File: src/hw/rtl/ffba_pkg.sv
package ffba_pkg;

  localparam int unsigned ArenaBytesDef  = 1024;
  localparam int unsigned HeaderBytesDef = 16;
  localparam int unsigned MaxBlocksDef   = 64;

  localparam int unsigned HandleW = 10;
  localparam int unsigned SizeW   = 11;
  localparam int unsigned StatusW = 2;

  localparam logic CMD_ALLOC = 1'b0;
  localparam logic CMD_FREE  = 1'b1;

  localparam logic [StatusW-1:0] ST_DONE    = 2'd0;
  localparam logic [StatusW-1:0] ST_NO_FIT  = 2'd1;
  localparam logic [StatusW-1:0] ST_BAD_HDL = 2'd2;

  // Operation broadcast from the controller to every cell.
  typedef enum logic [2:0] {
    OP_HOLD,
    OP_MATCH,
    OP_SPLIT,
    OP_MARK,
    OP_MERGE
  } cell_op_e;

  typedef enum logic [2:0] {
    S_IDLE,
    S_MATCH,
    S_SELECT,
    S_APPLY,
    S_MERGE2,
    S_DONE
  } state_e;

endpackage

File: src/hw/rtl/ffba_prio.sv
// Lowest set hit flag, found through a registered tree of small groups.
module ffba_prio import ffba_pkg::*; #(
  parameter int unsigned N    = 64,
  parameter int unsigned IdxW = 6
) (
  input  logic            clk,
  input  logic [N-1:0]    hits,
  output logic            found_o,
  output logic [IdxW-1:0] idx_o
);

  localparam int unsigned G  = 8;
  localparam int unsigned NG = (N + G - 1) / G;

  logic [NG-1:0]   gany_r;
  logic [IdxW-1:0] gidx_r [NG];

  for (genvar g = 0; g < NG; g++) begin : g_grp
    always_ff @(posedge clk) begin
      logic [IdxW-1:0] x;
      logic            a;
      x = '0;
      a = 1'b0;
      for (int b = G - 1; b >= 0; b--) begin
        if (g * G + b < N) begin
          if (hits[g * G + b]) begin
            a = 1'b1;
            x = IdxW'(g * G + b);
          end
        end
      end
      gany_r[g] <= a;
      gidx_r[g] <= x;
    end
  end

  always_comb begin
    found_o = 1'b0;
    idx_o   = '0;
    for (int g = NG - 1; g >= 0; g--) begin
      if (gany_r[g]) begin
        found_o = 1'b1;
        idx_o   = gidx_r[g];
      end
    end
  end

endmodule

File: config.mk
export PLATFORM = sky130hd
export DESIGN_NAME = ffba_prio
export DESIGN_NICKNAME = d
export VERILOG_FILES = /design/src/hw/rtl/ffba_pkg.sv /design/src/hw/rtl/ffba_prio.sv
export SDC_FILE = /design/constraint.sdc
export NUM_CORES = 1
export LEC_CHECK = 0
export ABC_CLOCK_PERIOD_IN_PS = 3050
export BUFFER_PORTS_ARGS = -buffer_cell sky130_fd_sc_hd__buf_2
export CAP_MARGIN = 20
export CORE_MARGIN = 2
export CORE_UTILIZATION = 51
export CTS_CLUSTER_DIAMETER = 150
export DETAILED_ROUTE_END_ITERATION = 6
export PLACE_DENSITY = 0.84
export SKIP_CTS_REPAIR_TIMING = 1
export SLEW_MARGIN = 5
export SYNTH_ARGS = -nofsm -noshare
export SYNTH_HDL_FRONTEND = slang
export SYNTH_SLANG_ARGS = --single-unit
File: constraint.sdc
create_clock -name clk -period 3.05 [get_ports clk]
set_clock_uncertainty 0.15 [all_clocks]
set_input_delay 0.61 -clock clk [delete_from_list [all_inputs] [get_ports clk]]
set_output_delay 0.61 -clock clk [all_outputs]
set_load 0.01 [all_outputs]
# --- Yosys cells after proc, flatten, opt, wreduce, memory -nomap -nowiden ---
# Memory sizes are Yosys's and may differ from the RTL's.
# Index checks and enable logic that the tools add are counted.
totals:
  ff_bits: 8
  mem_bits_rw: 48
  output_inout_bits: 7
  n_memories: 1
op_classes:
  n_mux: 88
  reduce_logical: 8
memory_table:
  columns: ["memory", "depth", "word_bits", "rd", "rd_ports_with_merged_regs", "wr", "line_no", "text"]
  rows:
  - ["gidx_r", 8, 6, 8, 0, 8, "ffba_prio.sv:16", "logic [IdxW-1:0] gidx_r [NG];"]
op_table:
  columns: ["cell", "count"]
  rows:
  - ["$mux W6", 64]
  - ["$reduce_or A7 Y1", 8]
  - ["$mux W1", 16]
  - ["$mux W3", 5]
  - ["$mux W5", 2]
  - ["$mux W4", 1]

# --- Longest topological paths before layout ---
# An unclocked memory read counts as a cell.
depth:
  ltp_word: 9
  mapped_depth: 5
  depth_no_buf: 4

# --- Worst setup path before layout ---
# OpenSTA, ideal clock, no wires.
synth_path:
  kind: "reg2out"
  start: "reg gany_r[2]"
  end: "out idx_o[5]"
  t_arrival_ns: 1.477
  required_time_ns: 2.290
  slack_ns: 0.813
  path_stages_with_launch: 4
  n_path_buf: 1
  path_cell_list: "dfxtp_1 > buf_4 > or3_4 > a2111oi_0"
synth_between:
  elab_chain_len: 3
synth_rtl:
  columns: ["item", "line_no", "text"]
  rows:
  - ["start: declaration", "ffba_prio.sv:15", "logic [NG-1:0] gany_r;"]
  - ["start signal: indexed assignment", "ffba_prio.sv:32", "gany_r[g] <= a;"]
  - ["$mux W6 (3 in series)", "ffba_prio.sv:41", "if (gany_r[g]) begin"]
  - ["end: declaration", "ffba_prio.sv:9", "output logic [IdxW-1:0] idx_o"]
# No other way between the ends.

# --- Worst setup path after layout ---
# Same ends and word-level chain as after synthesis.

==> out/results.txt <==
Status - finished clean
H-tree depth - 2
Fill cells - 315
Slew HR - 64.8%
Port bufs - 71
Worst Path Max Fanout - 9
VDD IR-drop max - 220 uV
First-pass GRT wire length - 5.73 mm
Syn Std Cell Area - 1730 sq um
DP Cell Count - 324
WL/cell - 10.2 um
DR vias/cell - 5.06
Core area - 3310 sq um
Largest net degree at the start of global routing - 12
LEAKAGE - 0.998 nW
Clock sink count - 39
N_diodes - 0
Synth Area per Inst - 8.25 sq um
Initial Util - 52.3%
Netlist cell types - 28
Synth Instances - 210
CTS max path bufs - 2
Routed WL - 3.38 mm
Worst Path Class, Setup - reg -> out
Initial DRC count - 72
Req. time, crit path - 2.29 ns
Number of synthesized register bits - 39
HP Class - in -> reg
WHS - 0.291 ns
Area share of the largest cell type after synthesis - 45.1%
Final Net Count - 350
Area added between synthesis and finish - 25.7%
Grt total ovfl - 0
Worst-Margin Slew - 0.523 ns
Die Wd - 62.3 um
Final worst path period need - 2.65 ns
Period utilization - 86.9%
Clock-pin transition on the worst setup and hold timing paths - 0.10 ns
I/O Pins - 72
Endpoints failing setup - 0
Final ANT Viol Nets - 0
GP Congestion - 0.855
Max Freq - 377 MHz
Ratio of cells with drive above 1 in the final layout - 29.5%
CTS tree - done
Critical Path Sink Type - primary output
Site Rows - 21
Setup crit start kind - flip-flop
Seq/Total Area, Yosys - 45.1%
DR pass1 iterations - 5
Final Slew Violations - 0
Vias - 1675
Top post-synthesis cells by area - dfxtp_1, nor3_1, a21oi_1
Chip height - 62.3 um
Synth area leader - dfxtp_1
DRC - 0
Full die area - 3880 sq um
Syn nets - 275
PD cells - 412 nW/um^2
Final Hold Fails - 0
Initial antenna violation count - 0
Total chip power - 0.896 mW
Gr usage total - 18.5%
Root Buffer - clkbuf_4
Final non-filler cell total - 331
CP Data Arrival Time - 1.89 ns
Yosys Warn Count - 0
Maxcap violations - 0
RSZ-0062 raised after global routing - no
CTS buffer count - 5
Fin Setup TNS - 0 ns
Dpl hpwl - 2.84 mm
Number of global-route vias before repair - 1485
area by class of cell:
| class | instances | area [sq um] | share of cell area (%) |
|---|---|---|---|
| multi-input combinational | 147 | 848 | 39.0 |
| sequential | 39 | 781 | 35.9 |
| timing repair buffer | 71 | 355 | 16.3 |
| inverter | 21 | 78.8 | 3.62 |
| tap | 46 | 57.6 | 2.64 |
| clock buffer | 6 | 51.3 | 2.36 |
| clock inverter | 1 | 5.00 | 0.230 |
flip-flops by register name, summed over array words and instances (netlist names):
signal and flops:
gidx_r 31, gany_r 8
critical path, stage by stage, from the launching register on:
cell,delay (ns)
dfxtp_1,0.43
or3_4,0.42
a2111oi_0,0.49
buf_2,0.22
worst paths after layout:
kind / start / endpoint / slack (ns) / cells after the start
setup / recovery: gany_r[2]$_SDFF_PP1_ / idx_o[5] / 0.40 / 3
hold / removal: hits[56] / gidx_r[1][18]$_SDFF_PP0_ / 0.29 / 2
routing by layer:
metal	vias to the layer above	track usage [%]	routed length, um
met2	44	31.3	1620
met4	0	10.3	86
met3	7	3.80	177
met5	-	0	0
met1	726	22.0	1490
li1	898	-	-
cells by family after synthesis:
kind of cell           count (synthesis)  synth area share, %
AOI/OAI and AO/OA                     49                 19.1
buffers and inverters                 24                 5.92
DFF                                   39                 45.1
muxes                                  1                0.578
and+or+nand+nor                       97                 29.3
through the flow:
| step | instance area (sq um) | setup WS (ns) | util (%) |
|---|---|---|---|
| after floorplan | 1730 | 0.813 | - |
| after global placement | 2120 | 0.749 | 64.1 |
| after detailed placement | 2120 | 0.777 | 64.1 |
| after CTS | 2180 | 0.375 | 65.8 |
| after global routing | 2180 | 0.287 | 65.8 |
| final | 2180 | 0.398 | 65.8 |
synth_stat cells, drive strengths merged:
cell type,number
dfxtp,39
nor3,24
inv,21
a21oi,20
nand2,20
nor4,16
nor2,14
nor2b,10
nand2b,9
o21bai,8
a221oi,7
o21ai,6
a221o,3
buf,3
or3,2
a2111oi,1
a21o,1
a22oi,1
a32oi,1
mux2i,1
o22ai,1
or2,1
or4,1
placed cells by master, fill, tap and decap left out, drive strengths merged:
master,Yosys,final
clkinv,0,1
nand2b,9,9
or3,2,2
or4,1,1
a21oi,20,20
o21bai,8,8
buf,3,71
or2,1,1
clkbuf,0,6
nor2,14,14
nor2b,10,10
o21ai,6,6
a2111oi,1,1
a221o,3,3
nand2,20,20
a21o,1,1
inv,21,21
dfxtp,39,39
a32oi,1,1
o22ai,1,1
mux2i,1,1
nor3,24,24
a221oi,7,7
nor4,16,16
a22oi,1,1
power by group:
group / switching, mW / internal (mW) / leakage [nW] / total (mW)
combinational: 0.0527 / 0.0567 / 0.644 / 0.109
sequential: 0.00595 / 0.526 / 0.320 / 0.532
clock: 0.148 / 0.107 / 0.0341 / 0.255
(Power assumes the default switching activity.)
