## src/hw/rtl/ffba_pkg.sv

```systemverilog
package ffba_pkg;

  localparam int unsigned ArenaBytesDef  = 1024;
  localparam int unsigned HeaderBytesDef = 16;
  localparam int unsigned MaxBlocksDef   = 64;

  localparam int unsigned HandleW = 10;
  localparam int unsigned SizeW   = 11;
  localparam int unsigned StatusW = 2;

  localparam logic CMD_ALLOC = 1'b0;
  localparam logic CMD_FREE  = 1'b1;

  localparam logic [StatusW-1:0] ST_DONE    = 2'd0;
  localparam logic [StatusW-1:0] ST_NO_FIT  = 2'd1;
  localparam logic [StatusW-1:0] ST_BAD_HDL = 2'd2;

  // Operation broadcast from the controller to every cell.
  typedef enum logic [2:0] {
    OP_HOLD,
    OP_MATCH,
    OP_SPLIT,
    OP_MARK,
    OP_MERGE
  } cell_op_e;

  typedef enum logic [2:0] {
    S_IDLE,
    S_MATCH,
    S_SELECT,
    S_APPLY,
    S_MERGE2,
    S_DONE
  } state_e;

endpackage

```

## src/hw/rtl/ffba_cell.sv

```systemverilog
// One table entry. Cells shift toward higher indexes on a split and toward lower
// indexes on a merge; each cell also evaluates its own match flag.
module ffba_cell import ffba_pkg::*; #(
  parameter int unsigned AddrW = 10,
  parameter int unsigned LenW  = 11,
  parameter int unsigned IdxW  = 6,
  parameter int unsigned Index = 0,
  parameter int unsigned ArenaBytes  = 1024,
  parameter int unsigned HeaderBytes = 16
) (
  input  logic            clk,
  input  logic            rst_n,
  input  cell_op_e        op,
  input  logic            cmd,
  input  logic [LenW:0]   need,
  input  logic [HandleW-1:0] handle,
  input  logic [IdxW-1:0] sel,
  input  logic [IdxW:0]   total,
  input  logic [LenW:0]   split_len,
  input  logic [AddrW-1:0] prev_start,
  input  logic [LenW-1:0] prev_len,
  input  logic            prev_free,
  input  logic [AddrW-1:0] next_start,
  input  logic [LenW-1:0] next_len,
  input  logic            next_free,
  output logic [AddrW-1:0] start_o,
  output logic [LenW-1:0] len_o,
  output logic            free_o,
  output logic            hit_o
);

  logic [AddrW-1:0] start_r, start_nxt;
  logic [LenW-1:0]  len_r, len_nxt;
  logic             free_r, free_nxt;
  logic             hit_r, hit_nxt;
  logic [IdxW:0]    me;
  logic             used;
  logic [AddrW+6:0] pay;

  assign me   = (IdxW+1)'(Index);
  assign used = me < total;
  assign pay  = (AddrW+7)'(start_r) + (AddrW+7)'(HeaderBytes);

  always_comb begin
    start_nxt = start_r;
    len_nxt   = len_r;
    free_nxt  = free_r;
    hit_nxt   = hit_r;
    unique case (op)
      OP_HOLD: ;
      OP_MATCH: begin
        if (cmd == CMD_ALLOC) begin
          hit_nxt = used && free_r && ({1'b0, len_r} >= need);
        end else begin
          hit_nxt = used && !free_r && (pay == (AddrW+7)'(handle));
        end
      end
      OP_SPLIT: begin
        // Split the selected entry; split_len is nonzero only when a remainder is made.
        if (me == {1'b0, sel}) begin
          if (split_len != '0) len_nxt = LenW'(need);
          free_nxt = 1'b0;
        end else if (split_len != '0 && me == {1'b0, sel} + 1'b1) begin
          start_nxt = AddrW'((AddrW+1)'(prev_start) + (AddrW+1)'(need));
          len_nxt   = LenW'(split_len);
          free_nxt  = 1'b1;
        end else if (split_len != '0 && me > {1'b0, sel} + 1'b1 && me <= total) begin
          start_nxt = prev_start;
          len_nxt   = prev_len;
          free_nxt  = prev_free;
        end
      end
      OP_MARK: begin
        if (me == {1'b0, sel}) free_nxt = 1'b1;
      end
      OP_MERGE: begin
        // Fold entry sel+1 into sel and close the gap.
        if (me == {1'b0, sel}) begin
          len_nxt = len_r + next_len;
        end else if (me > {1'b0, sel} && me + 1'b1 < total) begin
          start_nxt = next_start;
          len_nxt   = next_len;
          free_nxt  = next_free;
        end else if (me > {1'b0, sel} && me + 1'b1 == total) begin
          start_nxt = '0;
          len_nxt   = '0;
          free_nxt  = 1'b0;
        end
      end
      default: ;
    endcase
  end

  always_ff @(posedge clk) begin
    if (!rst_n) begin
      start_r <= '0;
      len_r   <= (Index == 0) ? LenW'(ArenaBytes) : '0;
      free_r  <= (Index == 0);
      hit_r   <= 1'b0;
    end else begin
      start_r <= start_nxt;
      len_r   <= len_nxt;
      free_r  <= free_nxt;
      hit_r   <= hit_nxt;
    end
  end

  assign start_o = start_r;
  assign len_o   = len_r;
  assign free_o  = free_r;
  assign hit_o   = hit_r;

endmodule

```

## config.mk

```make
export PLATFORM = sky130hd
export DESIGN_NAME = ffba_cell
export DESIGN_NICKNAME = d
export VERILOG_FILES = /design/src/hw/rtl/ffba_pkg.sv /design/src/hw/rtl/ffba_cell.sv
export SDC_FILE = /design/constraint.sdc
export NUM_CORES = 1
export LEC_CHECK = 0
export BUFFER_PORTS_ARGS = -buffer_cell sky130_fd_sc_hd__buf_2
export CAP_MARGIN = 40
export CORE_ASPECT_RATIO = 0.9
export CORE_MARGIN = 2
export CORE_UTILIZATION = 40
export CTS_CLUSTER_SIZE = 25
export DETAILED_ROUTE_END_ITERATION = 6
export PLACE_DENSITY = 0.69
export SLEW_MARGIN = 25
export SYNTH_ARGS = -nofsm -noshare
export SYNTH_HDL_FRONTEND = slang
export SYNTH_SLANG_ARGS = --single-unit
```

## constraint.sdc

```tcl
create_clock -name clk -period 3.1 [get_ports clk]
set_input_delay 0.62 -clock clk [delete_from_list [all_inputs] [get_ports clk]]
set_output_delay 0.62 -clock clk [all_outputs]
set_load 0.005 [all_outputs]
```

# Word level (Yosys, flattened, before mapping)
# Index checks and enable logic that the tools add are counted.
# totals
input_bits,97
wordCells,70
regBits,23
# op_classes
eq_ne,14
mux,24
magnitude_cmp,6
reduce_logical,18
addsub,4
# op_table
operator,count
2-to-1 mux 11 bit,7
2-to-1 mux 10 bit,6
case mux 11 bit (2 select lines),1
case mux 10 bit (2 select lines),1
zero test 7 bit,2
"less-than comparator 1 x 7 -> 1 bit, first input constant",2
>= comparator 11 x 12 -> 1 bit,1
nonzero test 12 bit,1
"adder 10 x 5 -> 11 bit, second input constant",1
adder 11 bit,1
equality test 11 x 10 -> 1 bit,1
adder 10 bit,1
AND reduction 5 bit,2
logical AND 1 bit,9
"!= test 3 bit, second input constant",3
2-to-1 mux 1 bit,8
"!= test 4 bit, second input constant",2
"adder 6 x 1 -> 7 bit, second input constant",1
"equality test 1 x 7 -> 1 bit, first input constant",1
"> comparator 1 x 7 -> 1 bit, first input constant",1
"<= comparator 1 x 7 -> 1 bit, first input constant",1
"equality test 3 x 2 -> 1 bit, second input constant",2
"> comparator 1 x 6 -> 1 bit, first input constant",1
"!= test 2 bit, second input constant",3
other kinds (7),7

# Depth between registers and ports, before layout
# depth
ltp_word,8
mapped_depth,10

# Least setup slack after synthesis
# OpenSTA, ideal clock, no wires.
# synth_timing
path_type,input-to-reg
start,in sel[0]
end,"reg start_r[1], in the netlist start_o[1]"
arrival_ps,2160
setup_ps,116
setup_slack_ps,824
cell_stages,9
cell_sequence,ha_1 or2_1 o21ai_2 nand3_2 or3_4 nor3_4 buf_6 o211ai_1 o211a_1
# synth_between
elab_chain_cells,6
word_cells_on_any_way,20
classes_between,add/sub (1); order compare (2); eq/ne (4); mux (5); reduce/logical (8)
# synth_lines
item,line_no,rtl
from (decl),ffba_cell.sv:17,"input logic [IdxW-1:0] sel,"
adder 6 x 1 -> 7 bit,"ffba_cell.sv:63, ffba_cell.sv:67",
> comparator 1 x 7 -> 1 bit or zero test 7 bit (tied branches),"ffba_cell.sv:67, ffba_cell.sv:63",
"logical AND 1 bit, on equally long branches","ffba_cell.sv:67, ffba_cell.sv:63",
logical AND 1 bit or 2-to-1 mux 10 bit (tied branches),"ffba_cell.sv:67, ffba_cell.sv:63",
!= test 3 bit (no source line) or 2-to-1 mux 10 bit (tied branches),-,
AND reduction 5 bit (no source line) or case mux 10 bit (2 select lines) (tied branches),-,
to (signal assigned),ffba_cell.sv:101,start_r <= start_nxt;
to (decl),ffba_cell.sv:32,"logic [AddrW-1:0] start_r, start_nxt;"
# Several ways; a longest one is shown, not always the timed one. The select of a mux whose other input is x is not followed.
# A chain may end at the register's enable or synchronous reset.

# Worst setup path after layout
# layout_timing
start,in sel[0]
end,"reg start_r[2], in the netlist start_o[2]"
# The elaborated chain is that of the path after synthesis.

==> flow_metrics.env <==
export IMPL_status="completed"
export IMPL_final_layout_size_suffix_gt1_share_pct=26.8
export IMPL_timing_reg2reg_setup_slack_ps=820
export IMPL_worstMarginPinSlew_ps=540
export IMPL_avgSynthCellArea_um2=7.63
export IMPL_async_reset_ff_share_pct=0
export IMPL_critPathKind="input pin to register"
export IMPL_grt_max_degree=26
export IMPL_die_h_um=82.6
export IMPL_port_buffers=108
export IMPL_crit_required_ps=3280
export IMPL_cts_setup_buffers=0
export IMPL_grt_first_pass_wirelength_um=13000
export IMPL_area_growth_syn_to_layout_pct=25.4
export IMPL_finalSetupTns_ps=0
export IMPL_die_w_um=91.3
export IMPL_r2r_start="len_o[0]$_SDFFE_PN0P_"
export IMPL_pin_count=120
export IMPL_grt_pass1_vias=2779
export IMPL_hold_path_startpoint="hit_o$_SDFFE_PN0N_"
export IMPL_vias=3049
export IMPL_place_hpwl_um=6740
export IMPL_swShare_pct=32.3
export IMPL_clk_latency_ps=270
export IMPL_fmax_mhz=405
export IMPL_p_comb_share_pct=33.6
export IMPL_ctsLongestPathBuffers=2
export IMPL_synth_cells=360
export IMPL_ys_seq_elements=23
export IMPL_core_um2=6620
export IMPL_rsz0062_at_grt="false"
export IMPL_rows=28
export IMPL_clk_pin_slew_worst_paths_ps=90
export IMPL_p_clk_share_pct=26.3
export IMPL_p_leak_uw=0.00180
export IMPL_maxSlewViolCount=0
export IMPL_finalClockSkew_ps=5.33
export IMPL_routed_wl_um=8060
export IMPL_antenna_found_initial=0
export IMPL_drtPass1Iterations=4
export IMPL_routed_via_density=5.44
export IMPL_htreeDepth=1
export IMPL_cts_hold_buf=0
export IMPL_synth_edf_count=0
export IMPL_die_area_um2=7550
export IMPL_cts_buffers=3
export IMPL_overflow=0
export IMPL_powerDensity_nw_per_um2=217
export IMPL_detail_route_iter0_violations=151
export IMPL_min_path_cells=2
export IMPL_cts_repair_resized=0
export IMPL_arrival_ps=2650
export IMPL_p_switching_uw=241
export IMPL_path_max_fanout=12
export IMPL_end_kind="register"
export IMPL_wl_per_cell_um=14.4
export IMPL_p_seq_share_pct=40.0
export IMPL_reg2regPathDepth=10
export IMPL_synth_warnings=0
export IMPL_grt_use_total_pct=21.2
export IMPL_antenna_cells=0
export IMPL_slew_headroom_pct=63.9
export IMPL_whs_endpoint="hit_o$_SDFFE_PN0N_"
export IMPL_clkSinkCount=23
export IMPL_start_util_pct=41.5
export IMPL_cts_tree="built"
export IMPL_detail_route_antenna_nets=0
export IMPL_r2r_end="len_o[10]$_SDFFE_PN1P_"
export IMPL_synth_flop_cell="dfxtp_1"
export IMPL_gp_congestion=0.851
export IMPL_vdd_ir_drop_worst_mv=0.123
export IMPL_startpoint_type="input pin"
export IMPL_drc_errors=0
export IMPL_period_needed_ps=2470
export IMPL_clock_root_buffer="clkbuf_8"
export IMPL_ys_types=52
export IMPL_synth_nets=493
export IMPL_fin_util_pct=52.0
export IMPL_maxCapViolCount=0
export IMPL_nNetsFinal=604
export IMPL_finalHoldViolCount=0
export IMPL_setup_viol=0
export IMPL_fin_crit_sh_pct=79.7
export IMPL_ys_seq_area_share_pct=16.8
export IMPL_min_delay_path_class="register to register"
export IMPL_p_int_uw=505
export IMPL_syn_area_um2=2750
[cell usage after synthesis, types with 8 or more instances]
library cell	instances	area share, %
nor4_1	8	1.8
nand3_1	10	1.8
dfxtp_1	23	17
mux2i_1	10	3.6
xnor2_1	16	5.1
a21oi_1	26	4.7
nor3_1	12	2.2
xor2_1	8	2.6
a211oi_1	9	2.5
inv_1	21	2.9
o21ai_0	36	6.6
nor2_1	24	3.3
ha_1	34	15
nand2_1	27	3.7
[worst max-delay path, stage by stage]
cell and delay [ps]:
buf_2 120, ha_1 190, or2_1 220, o21ai_2 100
nand3_2 140, or3_4 410, nor3_4 440, o311ai_0 230
o211a_1 170
[how the worst max path moves through the flow]
stage,cells past startpoint,start,end,slack [ps]
finish,9,sel[0],start_o[2]$_SDFFE_PN0P_,630
global route,9,sel[0],start_o[2]$_SDFFE_PN0P_,430
CTS,9,sel[0],start_o[2]$_SDFFE_PN0P_,610
detailed placement,9,sel[0],start_o[2]$_SDFFE_PN0P_,320
global placement,9,sel[0],start_o[2]$_SDFFE_PN0P_,360
floorplan,9,sel[0],start_o[1]$_SDFFE_PN0P_,820
[state kept, by name, indices dropped and copies added, names as in the netlist]
name and cells:
free_o 1, hit_o 1, len_o 11, start_o 10
[power by group through the flow]
stage / Sequential (µW) / Clock (µW) / Combinational (µW)
2_1_floorplan: 305 / 0 / 145
3_3_place_gp: 306 / 0 / 243
3_5_place_dp: 306 / 0 / 248
4_1_cts: 299 / 196 / 250
5_1_grt: 299 / 210 / 283
6_report: 299 / 197 / 251
[cell families (layout without fill, tap and decap cells)]
| kind of cell | Yosys count | count (layout) | share of synthesized area (%) |
|---|---|---|---|
| AND/OR/NAND/NOR | 119 | 119 | 22.7 |
| AO/OA/AOI/OAI | 118 | 118 | 27.5 |
| adder cells (fa/ha/maj) | 36 | 36 | 16.9 |
| buffers and inverters | 30 | 140 | 4.83 |
| XOR/XNOR | 24 | 24 | 7.65 |
| flip-flops | 23 | 23 | 16.8 |
| multiplexers | 10 | 10 | 3.64 |
[routing by layer]
metal / wire length (µm) / GRT usage [%]
met1: 3770 / 29.7
met2: 3700 / 35.6
met3: 534 / 3.36
met4: 55 / 2.73
met5: 0 / 0
[area by class of cell]
cell class | instances | area (µm²)
clock buffer | 3 | 41.3
clock inverter | 1 | 5.00
fill | 684 | 3180
inverter | 21 | 78.8
multi-input combinational | 307 | 2150
sequential | 23 | 460
tap | 90 | 113
timing repair buffer | 115 | 593
[stage by stage]
| stage | setup WS, ps | hold slack [ps] | cell area (µm²) | instances | power [µW] |
|---|---|---|---|---|---|
| CTS | 609 | 473 | 3440 | 560 | 746 |
| global route | 431 | 498 | 3440 | 560 | 792 |
| detailed placement | 317 | 461 | 3400 | 556 | 554 |
| global placement | 359 | 454 | 3400 | 556 | 548 |
| floorplan | 824 | 463 | 2750 | 360 | 451 |
| finish | 628 | 469 | 3440 | 560 | 747 |
[layout by cell type, fill, tap and decap left out, drive strengths merged, types with 5 or more instances in the layout]
cell type  synthesis  routed
ha                34      34
nor4               8       8
nand3             11      11
nand4              5       5
buf                5     115
a21o               5       5
xnor2             16      16
o211a              7       7
a31oi              7       7
nand2b             7       7
a21oi             26      26
mux2i             10      10
dfxtp             23      23
nand2             27      27
o21a               7       7
a211oi             9       9
inv               21      21
o21ai             38      38
xor2               8       8
nor3              14      14
and2               5       5
nor2              24      24
nor2b              6       6
No activity file was read; power rests on OpenSTA's default activity.
